`src/hw/rtl/cluster_chain_extent_map_macros.svh`:
```
// Assertion macros for the cluster chain extent map
`ifndef CLUSTER_CHAIN_EXTENT_MAP_MACROS_SVH
`define CLUSTER_CHAIN_EXTENT_MAP_MACROS_SVH

// Implication checked on every clock edge outside reset
`define CCEM_ASSERT_IMPL(lbl, ante, cons) \
    lbl: assert property (@(posedge clk) disable iff (!rst_n) (ante) |-> (cons)) \
        else $error("assertion failed");

// Implication checked in the following cycle
`define CCEM_ASSERT_NEXT(lbl, ante, cons) \
    lbl: assert property (@(posedge clk) disable iff (!rst_n) (ante) |=> (cons)) \
        else $error("assertion failed");

`endif

```
`src/hw/rtl/ccem_pkg.sv`:
```
// ---------------------------------------------------------------------------
// ccem_pkg
// Shared types and constants of the cluster chain extent map.
// ---------------------------------------------------------------------------
package ccem_pkg;

    localparam logic [31:0] BAD_VALUE = 32'h0FFF_FFF7;
    localparam logic [31:0] EOC_VALUE = 32'h0FFF_FFF8;
    localparam logic [23:0] OFFSET_LIMIT = 24'h80_0000;

    typedef enum logic [1:0] {
        REQ_START  = 2'd0,
        REQ_FAT    = 2'd1,
        REQ_LOOKUP = 2'd2,
        REQ_BAD    = 2'd3
    } req_t;

    typedef enum logic [2:0] {
        ST_NEED     = 3'd0,
        ST_COMPLETE = 3'd1,
        ST_BROKEN   = 3'd2,
        ST_SHORT    = 3'd3,
        ST_OVERFLOW = 3'd4,
        ST_LOOK_OK  = 3'd5,
        ST_LOOK_ERR = 3'd6
    } status_t;

    // classification done by the front end
    typedef enum logic [2:0] {
        CMD_START,
        CMD_EOC,
        CMD_BROKEN,
        CMD_LINK,
        CMD_LOOKUP,
        CMD_REJECT
    } cmd_t;

    typedef enum logic [1:0] {
        PH_IDLE = 2'd0,
        PH_WALK = 2'd1,
        PH_DONE = 2'd2,
        PH_FAIL = 2'd3
    } phase_t;

    typedef enum logic [2:0] {
        BK_IDLE,
        BK_SRCH,
        BK_WAIT,
        BK_FETCH,
        BK_FWAIT,
        BK_MUL,
        BK_OUT
    } bk_state_t;

    typedef struct packed {
        cmd_t        cmd;
        logic [31:0] value;
        logic [22:0] offset;
    } qitem_t;

    localparam int unsigned QITEM_W = $bits(qitem_t);

endpackage

```
`src/hw/rtl/ccem_front.sv`:
```
// ---------------------------------------------------------------------------
// ccem_front
// Accepts items, classifies the request and FAT value, feeds the queue.
// ---------------------------------------------------------------------------
module ccem_front
    import ccem_pkg::*;
(
    input  logic        in_valid,
    output logic        in_stall,
    input  logic [1:0]  req_type,
    input  logic [31:0] fat_value,
    input  logic [22:0] lookup_offset,
    output logic        q_push,
    output qitem_t      q_data,
    input  logic        q_full
);

    qitem_t item;

    always_comb
    begin
        item.value  = fat_value;
        item.offset = lookup_offset;
        case (req_t'(req_type))
            REQ_START:  item.cmd = CMD_START;
            REQ_LOOKUP: item.cmd = CMD_LOOKUP;
            REQ_FAT:
            begin
                if (fat_value >= EOC_VALUE)
                    item.cmd = CMD_EOC;
                else if (fat_value == 32'd0 || fat_value == 32'd1 ||
                         fat_value == BAD_VALUE)
                    item.cmd = CMD_BROKEN;
                else
                    item.cmd = CMD_LINK;
            end
            default:    item.cmd = CMD_REJECT;
        endcase
    end

    assign in_stall = q_full;
    assign q_push   = in_valid && !q_full;
    assign q_data   = item;

endmodule

```
`config.mk`:
```
export PLATFORM = sky130hd
export DESIGN_NAME = ccem_front
export DESIGN_NICKNAME = d
export VERILOG_FILES = /design/src/hw/rtl/cluster_chain_extent_map_macros.svh /design/src/hw/rtl/ccem_pkg.sv /design/src/hw/rtl/ccem_front.sv
export SDC_FILE = /design/constraint.sdc
export NUM_CORES = 1
export LEC_CHECK = 0
export BUFFER_PORTS_ARGS = -buffer_cell sky130_fd_sc_hd__buf_2
export CELL_PAD_IN_SITES_DETAIL_PLACEMENT = 1
export CELL_PAD_IN_SITES_GLOBAL_PLACEMENT = 1
export CORE_ASPECT_RATIO = 0.6
export CORE_MARGIN = 3
export CORE_UTILIZATION = 15
export DETAILED_ROUTE_END_ITERATION = 10
export GPL_TIMING_DRIVEN = 0
export PLACE_DENSITY = 0.85
export SYNTH_ARGS = -nofsm -noshare
export SYNTH_HDL_FRONTEND = slang
export SYNTH_SLANG_ARGS = --single-unit
export TNS_END_PERCENT = 20
```
`constraint.sdc`:
```
create_clock -name vclk -period 1.7
set_clock_uncertainty 0.15 [all_clocks]
set_input_delay 0.17 -clock vclk [all_inputs]
set_output_delay 0.17 -clock vclk [all_outputs]
set_load 0.05 [all_outputs]
```
==> flow_summary.json <==
{
  "detailedRoute.firstIterationViolations": 8,
  "synth-simple-area-share": 0.2469,
  "timing_hold_violations_final": 0,
  "power_density_nw_per_um2": 420.4,
  "netlist.top_cell.by_area": "sky130_fd_sc_hd__buf_4",
  "die-area_um2": 4879,
  "syn_to_final_growth_pct": 109.3,
  "fillerInstances": 486,
  "layout_cell_share_with_drive_strength_beyond_1": 0.8962,
  "antenna_found_initial": 0,
  "synth_top_cells_by_area": "sky130_fd_sc_hd__buf_4, sky130_fd_sc_hd__nor4_1, sky130_fd_sc_hd__nand4_1",
  "vias_post_dr": 899,
  "final.period_utilization": 0.9785,
  "final_count_of_negative_setup_slack_endpoints": 0,
  "placed_cells": 227,
  "grt_first_pass_wirelength_um": 4243,
  "power.leakage_nw": 0.7369,
  "numSequentialCells": 0,
  "cts_hold_repair.buffers": 0,
  "ios": 119,
  "min_delay_worst_endpoint": "q_data[11]",
  "synth_common_cells": "sky130_fd_sc_hd__buf_4, sky130_fd_sc_hd__nor4_1, sky130_fd_sc_hd__nand4_1, sky130_fd_sc_hd__nor2_1",
  "slew_headroom": 0.7859,
  "layout.clock_buffers": 0,
  "n_antenna_cell": 0,
  "rsz_0062_raised_after_global_routing": "true",
  "nets": 244,
  "ys_warn_count": 0,
  "worst_hold_path_type": "in -> out",
  "transition_time_at_the_pin_with_the_least_slew_margin_ns": 0.3188,
  "totalPowerFinal_mw": 0.5350,
  "die_y_um": 55.32,
  "cell_area_after_layout_um2": 1272,
  "post_synth_xor_area_fraction": 0,
  "min_from": "lookup_offset[11]",
  "grt_util_all_layers": 0.1038,
  "critPathRequiredTime_ns": 1.38,
  "critical_path_launch_point_type": "input port",
  "setup.worst_path.class": "in -> out",
  "placedInstanceArea_um2": 1154,
  "drt_drc_violations_left": 0,
  "summed_negative_setup_slack_over_all_endpoints_ns": 0,
  "synth.distinct_cells": 15,
  "place.gp.congestion": 0.6644,
  "muxShareOfSynthArea": 0,
  "routed_via_density": 3.909,
  "drt.antenna.violating_nets": 0,
  "cap_viol_max_count": 0,
  "fmax_mhz": 601.2,
  "largest_net_degree_at_the_start_of_global_routing": 5,
  "drt_first_pass_iters": 4,
  "initial_core_utilization": 0.1606,
  "synthCells": 84,
  "core_region_area_um2": 3786,
  "die_w_um": 88.20,
  "synthMostInstantiatedCell": "sky130_fd_sc_hd__buf_4",
  "fin_util": 0.3361,
  "synth_top_family_by_area": "buffers and inverters",
  "synth_fa_ha_area_frac": 0,
  "run_status": "complete, no violations",
  "worst_hold_path.num_cells": 2,
  "synth.yosys.seq_area_share": 0,
  "syn_nets": 143,
  "max_slew_violation_count": 0,
  "rows": 17,
  "final_period_minus_worst_setup_slack_ns": 1.663,
  "synth-compound-area-share": 0.04321,
  "detailed_place_hpwl_um": 2589,
  "synth.cell_area_um2": 608.1,
  "syn-mean-instance-area_um2": 7.239,
  "postRouteWirelength_um": 2752,
  "endpoint_kind": "output port",
  "buffer_ports.inserted": 96,
  "ff_latch_area_um2": 0,
  "ir_drop_mv": 0.1704,
  "grt_pass1_vias": 932,
  "layout.cells.non_filler": 230,
  "crit_arrival_ns": 1.34,
  "synth.top_cell.area_share": 0.6914,
  "overflow": 0,
  "cp_max_fo": 3,
  "routed_wire_length_per_instance_um": 11.97
}
what timing repair did:
| action | CTS | global route |
|---|---|---|
| pin swaps | 0 | 4 |
| setup endpoints to repair | 2 | 2 |
| resized for setup | 6 | 13 |
| buffers inserted | 0 | 3 |
kinds of logic after synthesis:
logic type / after synthesis
buffers and inverters: 59
and+or+nand+nor: 22
AOI/OAI and AO/OA: 3
metal layers:
| layer | share of wire | vias to the layer above | track usage |
|---|---|---|---|
| met5 | 0 | - | 0 |
| met4 | 0 | 0 | 0 |
| met3 | 0.088 | 0 | 0.01341 |
| met2 | 0.55 | 44 | 0.2045 |
| met1 | 0.36 | 419 | 0.1244 |
| li1 | - | 436 | - |
area by class of cell:
class	count	area [um^2]	area share
repair buffers	99	548.0	0.4307
plain buffers	57	424.2	0.3333
multi-input cells	25	234.0	0.1839
well taps	47	58.81	0.04621
inverters	2	7.507	0.005900
critical path: stages:
cell and delay (ns):
sky130_fd_sc_hd__buf_2 0.11, sky130_fd_sc_hd__nand4_1 0.14, sky130_fd_sc_hd__nor4_4 0.38, sky130_fd_sc_hd__a311oi_4 0.16, sky130_fd_sc_hd__o22ai_2 0.20, sky130_fd_sc_hd__buf_6 0.18
how the worst max path moves through the flow:
stage                   from    endpoint  cells after the start
6_report       fat_value[12]  q_data[55]                      6
2_1_floorplan  fat_value[29]  q_data[56]                      4
4_1_cts        fat_value[12]  q_data[55]                      6
5_1_grt        fat_value[16]  q_data[55]                      6
3_5_place_dp    fat_value[6]  q_data[55]                      6
3_3_place_gp   fat_value[11]  q_data[55]                      6
stage by stage:
step | hold WS [ns] | setup WS, ns
after floorplan | 0.3571 | 0.08770
after global placement | 0.4920 | -0.2241
after detailed placement | 0.4933 | -0.2348
after CTS | 0.4935 | 0.007284
after global routing | 0.4948 | -0.05354
final | 0.4924 | 0.03662
where the power goes:
group	switching (mW)	total (mW)	internal [mW]
clock	0	0	0
sequential	0	0	0
combinational	0.354	0.535	0.181
layout by cell type, fill, tap and decap left out:
cell type / count
sky130_fd_sc_hd__and4b_1: 1
sky130_fd_sc_hd__nor4_2: 3
sky130_fd_sc_hd__nand3_1: 1
sky130_fd_sc_hd__clkbuf_1: 1
sky130_fd_sc_hd__nor2_1: 2
sky130_fd_sc_hd__buf_2: 90
sky130_fd_sc_hd__and2_1: 1
sky130_fd_sc_hd__a41o_2: 1
sky130_fd_sc_hd__nor2b_1: 1
sky130_fd_sc_hd__buf_8: 2
sky130_fd_sc_hd__inv_2: 1
sky130_fd_sc_hd__a311oi_4: 1
sky130_fd_sc_hd__buf_4: 59
sky130_fd_sc_hd__nand4_1: 7
sky130_fd_sc_hd__nor4_1: 4
sky130_fd_sc_hd__inv_1: 1
sky130_fd_sc_hd__nor4_4: 2
sky130_fd_sc_hd__buf_6: 4
sky130_fd_sc_hd__o22ai_2: 1
Note: power is estimated with default switching activity, not from simulation.
