`src/hw/rtl/cluster_chain_extent_map_macros.svh`:
```
// Assertion macros for the cluster chain extent map
`ifndef CLUSTER_CHAIN_EXTENT_MAP_MACROS_SVH
`define CLUSTER_CHAIN_EXTENT_MAP_MACROS_SVH

// Implication checked on every clock edge outside reset
`define CCEM_ASSERT_IMPL(lbl, ante, cons) \
    lbl: assert property (@(posedge clk) disable iff (!rst_n) (ante) |-> (cons)) \
        else $error("assertion failed");

// Implication checked in the following cycle
`define CCEM_ASSERT_NEXT(lbl, ante, cons) \
    lbl: assert property (@(posedge clk) disable iff (!rst_n) (ante) |=> (cons)) \
        else $error("assertion failed");

`endif

```
`src/hw/rtl/ccem_pkg.sv`:
```
// ---------------------------------------------------------------------------
// ccem_pkg
// Shared types and constants of the cluster chain extent map.
// ---------------------------------------------------------------------------
package ccem_pkg;

    localparam logic [31:0] BAD_VALUE = 32'h0FFF_FFF7;
    localparam logic [31:0] EOC_VALUE = 32'h0FFF_FFF8;
    localparam logic [23:0] OFFSET_LIMIT = 24'h80_0000;

    typedef enum logic [1:0] {
        REQ_START  = 2'd0,
        REQ_FAT    = 2'd1,
        REQ_LOOKUP = 2'd2,
        REQ_BAD    = 2'd3
    } req_t;

    typedef enum logic [2:0] {
        ST_NEED     = 3'd0,
        ST_COMPLETE = 3'd1,
        ST_BROKEN   = 3'd2,
        ST_SHORT    = 3'd3,
        ST_OVERFLOW = 3'd4,
        ST_LOOK_OK  = 3'd5,
        ST_LOOK_ERR = 3'd6
    } status_t;

    // classification done by the front end
    typedef enum logic [2:0] {
        CMD_START,
        CMD_EOC,
        CMD_BROKEN,
        CMD_LINK,
        CMD_LOOKUP,
        CMD_REJECT
    } cmd_t;

    typedef enum logic [1:0] {
        PH_IDLE = 2'd0,
        PH_WALK = 2'd1,
        PH_DONE = 2'd2,
        PH_FAIL = 2'd3
    } phase_t;

    typedef enum logic [2:0] {
        BK_IDLE,
        BK_SRCH,
        BK_WAIT,
        BK_FETCH,
        BK_FWAIT,
        BK_MUL,
        BK_OUT
    } bk_state_t;

    typedef struct packed {
        cmd_t        cmd;
        logic [31:0] value;
        logic [22:0] offset;
    } qitem_t;

    localparam int unsigned QITEM_W = $bits(qitem_t);

endpackage

```
`src/hw/rtl/ccem_fifo.sv`:
```
// ---------------------------------------------------------------------------
// ccem_fifo
// Two-entry queue between front end and back end.
// ---------------------------------------------------------------------------
module ccem_fifo
    import ccem_pkg::*;
(
    input  logic   clk,
    input  logic   rst_n,
    input  logic   push,
    input  qitem_t wdata,
    output logic   full,
    input  logic   pop,
    output logic   nonempty,
    output qitem_t rdata
);

    qitem_t     slot_reg [2];
    logic       wptr_reg, rptr_reg;
    logic [1:0] cnt_reg;

    assign full     = cnt_reg == 2'd2;
    assign nonempty = cnt_reg != 2'd0;
    assign rdata    = slot_reg[rptr_reg];

    always_ff @(posedge clk)
    begin
        if (push)
        begin
            slot_reg[wptr_reg] <= wdata;
        end
    end

    always_ff @(posedge clk or negedge rst_n)
    begin
        if (!rst_n)
        begin
            wptr_reg <= 1'b0;
            rptr_reg <= 1'b0;
            cnt_reg  <= 2'd0;
        end
        else
        begin
            if (push)
                wptr_reg <= !wptr_reg;
            if (pop)
                rptr_reg <= !rptr_reg;
            cnt_reg <= cnt_reg + {1'b0, push} - {1'b0, pop};
        end
    end

endmodule

```
`config.mk`:
```
export PLATFORM = sky130hd
export DESIGN_NAME = ccem_fifo
export DESIGN_NICKNAME = d
export VERILOG_FILES = /design/src/hw/rtl/cluster_chain_extent_map_macros.svh /design/src/hw/rtl/ccem_pkg.sv /design/src/hw/rtl/ccem_fifo.sv
export SDC_FILE = /design/constraint.sdc
export NUM_CORES = 1
export LEC_CHECK = 0
export ABC_AREA = 0
export BUFFER_PORTS_ARGS = -buffer_cell sky130_fd_sc_hd__buf_4
export CAP_MARGIN = 30
export CELL_PAD_IN_SITES_DETAIL_PLACEMENT = 1
export CELL_PAD_IN_SITES_GLOBAL_PLACEMENT = 2
export CORE_MARGIN = 3
export CORE_UTILIZATION = 34
export CTS_CLUSTER_DIAMETER = 50
export CTS_CLUSTER_SIZE = 8
export DETAILED_ROUTE_END_ITERATION = 6
export PLACE_DENSITY = 0.83
export SYNTH_ARGS = -nofsm -noshare
export SYNTH_HDL_FRONTEND = slang
export SYNTH_SLANG_ARGS = --single-unit
```
`constraint.sdc`:
```
create_clock -name clk -period 3.4 [get_ports clk]
set_input_delay 0 -clock clk [delete_from_list [all_inputs] [get_ports clk]]
set_output_delay 0 -clock clk [all_outputs]
set_load 0.01 [all_outputs]
```
==> summary.md <==
| Metric | Value |
|---|---|
| WP depth | `3` |
| WL final | `between 9000 and 10000 um` |
| Number of flip-flops in the largest register | `approximately 120` |
| Power per cell area | `around 800 nW/um^2` |
| Row Count | `about 40` |
| Vias in the first global route | `approximately 3000` |
| CP delay by family, top | `flip-flops` |
| H-tree levels | `4` |
| Synth top area cells | `edfxtp_1 (79%), mux2_2 (12%), mux2_4 (3.4%), dfrtp_1 (2.3%), ha_1 (0.56%)` |
| Static Leakage | `about 2.6 nW` |
| Worst setup endpoint | `rdata[15]` |
| Top routing layer in use | `met5` |
| RSZ-0062 raised after global routing | `no` |
| Clk buf depth | `2` |
| Post-DP HPWL | `between 6000 and 7000 um` |
| Buf/Inv on CP | `2` |
| Die ar. | `approximately 14000 um^2` |
| Io pins | `around 120` |
| Area share of the largest cell type after synthesis | `0.786` |
| DRC viols | `0` |
| Initial antenna violation count | `1` |
| # clock sinks | `120` |
| Area leader, netlist | `edfxtp_1` |
| Slowest-stage cell, CP | `dfrtp_2` |
| Share of layout cells above drive strength 1 | `0.525` |
| Met2 wire length | `about 5300 um` |
| Die width | `between 100 and 150 um` |
| Die Height | `between 100 and 150 um` |
| CTS Buf Count | `17` |
| Commonest register cell after synthesis | `edfxtp_1` |
| Initial Utilization | `0.350` |
| R2R Setup Slk | `1.67 ns` |
| Post-Synth Simple-Gate Area | `0.00565` |
| Compound-Gate Fraction of Synth Area | `0` |
| Clock transition at path regs | `approximately 0.050 ns` |
| Post-route setup TNS | `0 ns` |
| Post-DRT Antenna Nets | `0` |
| Avg WL per Cell | `around 17 um` |
| Reg-to-Reg End | `slot_reg[0][27]` |
| Layout Skew | `0.00486 ns` |
| Worst r2r src | `wptr_reg` |
| Largest net degree at the start of global routing | `36` |
| Critical path class | `reg2out` |
| CTS tree | `yes` |
| CP dominant cell by count | `buf_4` |
| Setup WS post-layout | `1.16 ns` |
| Initial drt markers | `about 120` |
| Number of vias per cell | `between 4 and 5` |
| Setup WS pre-CTS | `1.53 ns` |
| CP Max Fanout | `33` |
| Main combinational cell family by area after synthesis | `multiplexers` |
| RD Place Congestion | `roughly 0.67` |
| Post-synthesis xor/xnor area fraction | `0.00932` |
| Critical path data arrival time | `around 2.2 ns` |
| Fmax | `446 MHz` |
| Routed wl met3 | `447 um` |
| Post-Synthesis Mean Instance Area | `22.6 um^2` |
| GRT overflow | `0` |
| Synth Cell Area | `~4400 um^2` |
| CP startpoint | `rptr_reg` |
| Synth warnings | `0` |
| Status | `finished clean` |
| Commonest cells after routing, fill and taps aside | `buf_4 (125), edfxtp_1 (116), dlygate4sd3_1 (62)` |
| Post-synthesis mux area share | `0.156` |
| First-pass GRT wire length | `approximately 15000 um` |
| CP endpoint kind | `output pin` |
| # port buffers | `121` |
| Worst-Skew Late Latency | `0.40 ns` |
| Worst Tran Pin Value | `0.800 ns` |
| Critical Path RT | `around 3.4 ns` |
| Max stage delay on crit path | `between 0.8 and 0.9 ns` |
| Startpoint Class | `register` |
| Nets | `between 400 and 500` |
| Synth unique cells | `14` |
| Syn nets | `260` |
| Synth Register Bits | `120` |
| Asr flop ratio synth | `0.0333` |
| Total GRT Usage | `0.144` |
| Antenna Cells | `0` |
| Drt pass-1 iters | `4` |
| Max-Slew Margin vs Limit | `0.466` |
| Number of synthesized flops with an enable pin | `between 100 and 150` |
| Post-CTS sizing | `0` |
| Adder-cell share of the synthesized area | `0.00565` |
| Most common cell after layout, fill and taps aside | `buf_4` |
| Worst path cell trace | `buf_4, mux2_2, buf_4` |
| Post-layout min period | `approximately 2.2 ns` |
| M1 WL | `about 4000 um` |
| Cell count of the worst reg-to-reg path | `2` |
| Worst vdd ir | `0.502 mV` |
| Final Core Density | `0.530` |
| Area Growth Syn to Fin | `51.7%` |
| Tightest Hold Check Type | `in2reg` |
| Core Region | `12700 um^2` |
| Final period utilization | `0.659` |
| Vias | `around 2500` |
| Fin. Hold Viols | `0` |
| CTS root buffer | `clkbuf_16` |
| Cells after Synth | `between 150 and 200` |
| Fin. max-slew vios | `0` |
| Max-cap violations | `0` |
| Setup violators final | `0` |
| Register area share after synthesis | `0.809` |
[synth_stat cells, types with 2 or more instances]
cell type / n
nor2b_1: 2
buf_6: 2
dfrtp_1: 4
mux2_4: 10
inv_1: 2
edfxtp_1: 116
ha_1: 2
mux2_2: 48
buf_2: 4
xor2_1: 2
[what timing repair did]
action	CTS	global route
hold buffers	62	0
endpoints found under the setup margin	0	0
endpoints found under the hold margin	124	0
buffers inserted	0	0
[through the flow]
stage | cell area, um^2 | instances | power, mW | hold WS [ns]
2_1_floorplan | 4430 | 196 | 2.96 | -0.296
3_3_place_gp | 5560 | 487 | 3.60 | -0.200
3_5_place_dp | 5560 | 487 | 3.65 | -0.200
4_1_cts | 6720 | 580 | 5.38 | 0.294
5_1_grt | 6720 | 580 | 5.57 | 0.308
6_report | 6720 | 580 | 5.31 | 0.321
[power breakdown]
group	leakage [nW]	internal, mW	switching, mW
sequential	1.13	1.97	0.156
clock	0.272	1.06	0.596
combinational	1.20	0.867	0.671
total	2.61	3.89	1.42
[metal layers]
layer / vias up / track usage
met2: 87 / 0.256
met1: 1222 / 0.155
li1: 1176 / -
met4: 2 / 0.0666
met3: 16 / 0.0443
met5: - / 0
[logic make-up after synthesis]
kind of cell	count (synthesis)
muxes	58
adders and majority gates	2
DFF	120
xor gates and xnor gates	3
buffers and inverters	9
and+or+nand+nor	4
[cell type report]
type | count | area, um^2
timing repair buffer | 188 | 1580
fill | 1195 | 5950
sequential | 120 | 3580
clock inverter | 12 | 110
clock buffer | 19 | 433
multi-input combinational | 67 | 791
inverter | 2 | 7.51
tap | 172 | 215
[worst min path at each step]
stage,startpoint,to,slack (ns),cells past startpoint
detailed placement,rst_n,cnt_reg[0],-0.20,1
floorplan,rst_n,cnt_reg[0],-0.30,0
global placement,rst_n,cnt_reg[0],-0.20,1
CTS,wdata[49],slot_reg[0][49],0.29,2
finish,wdata[24],slot_reg[1][24],0.32,2
global route,wdata[33],slot_reg[0][33],0.31,2
(Power assumes the default switching activity.)
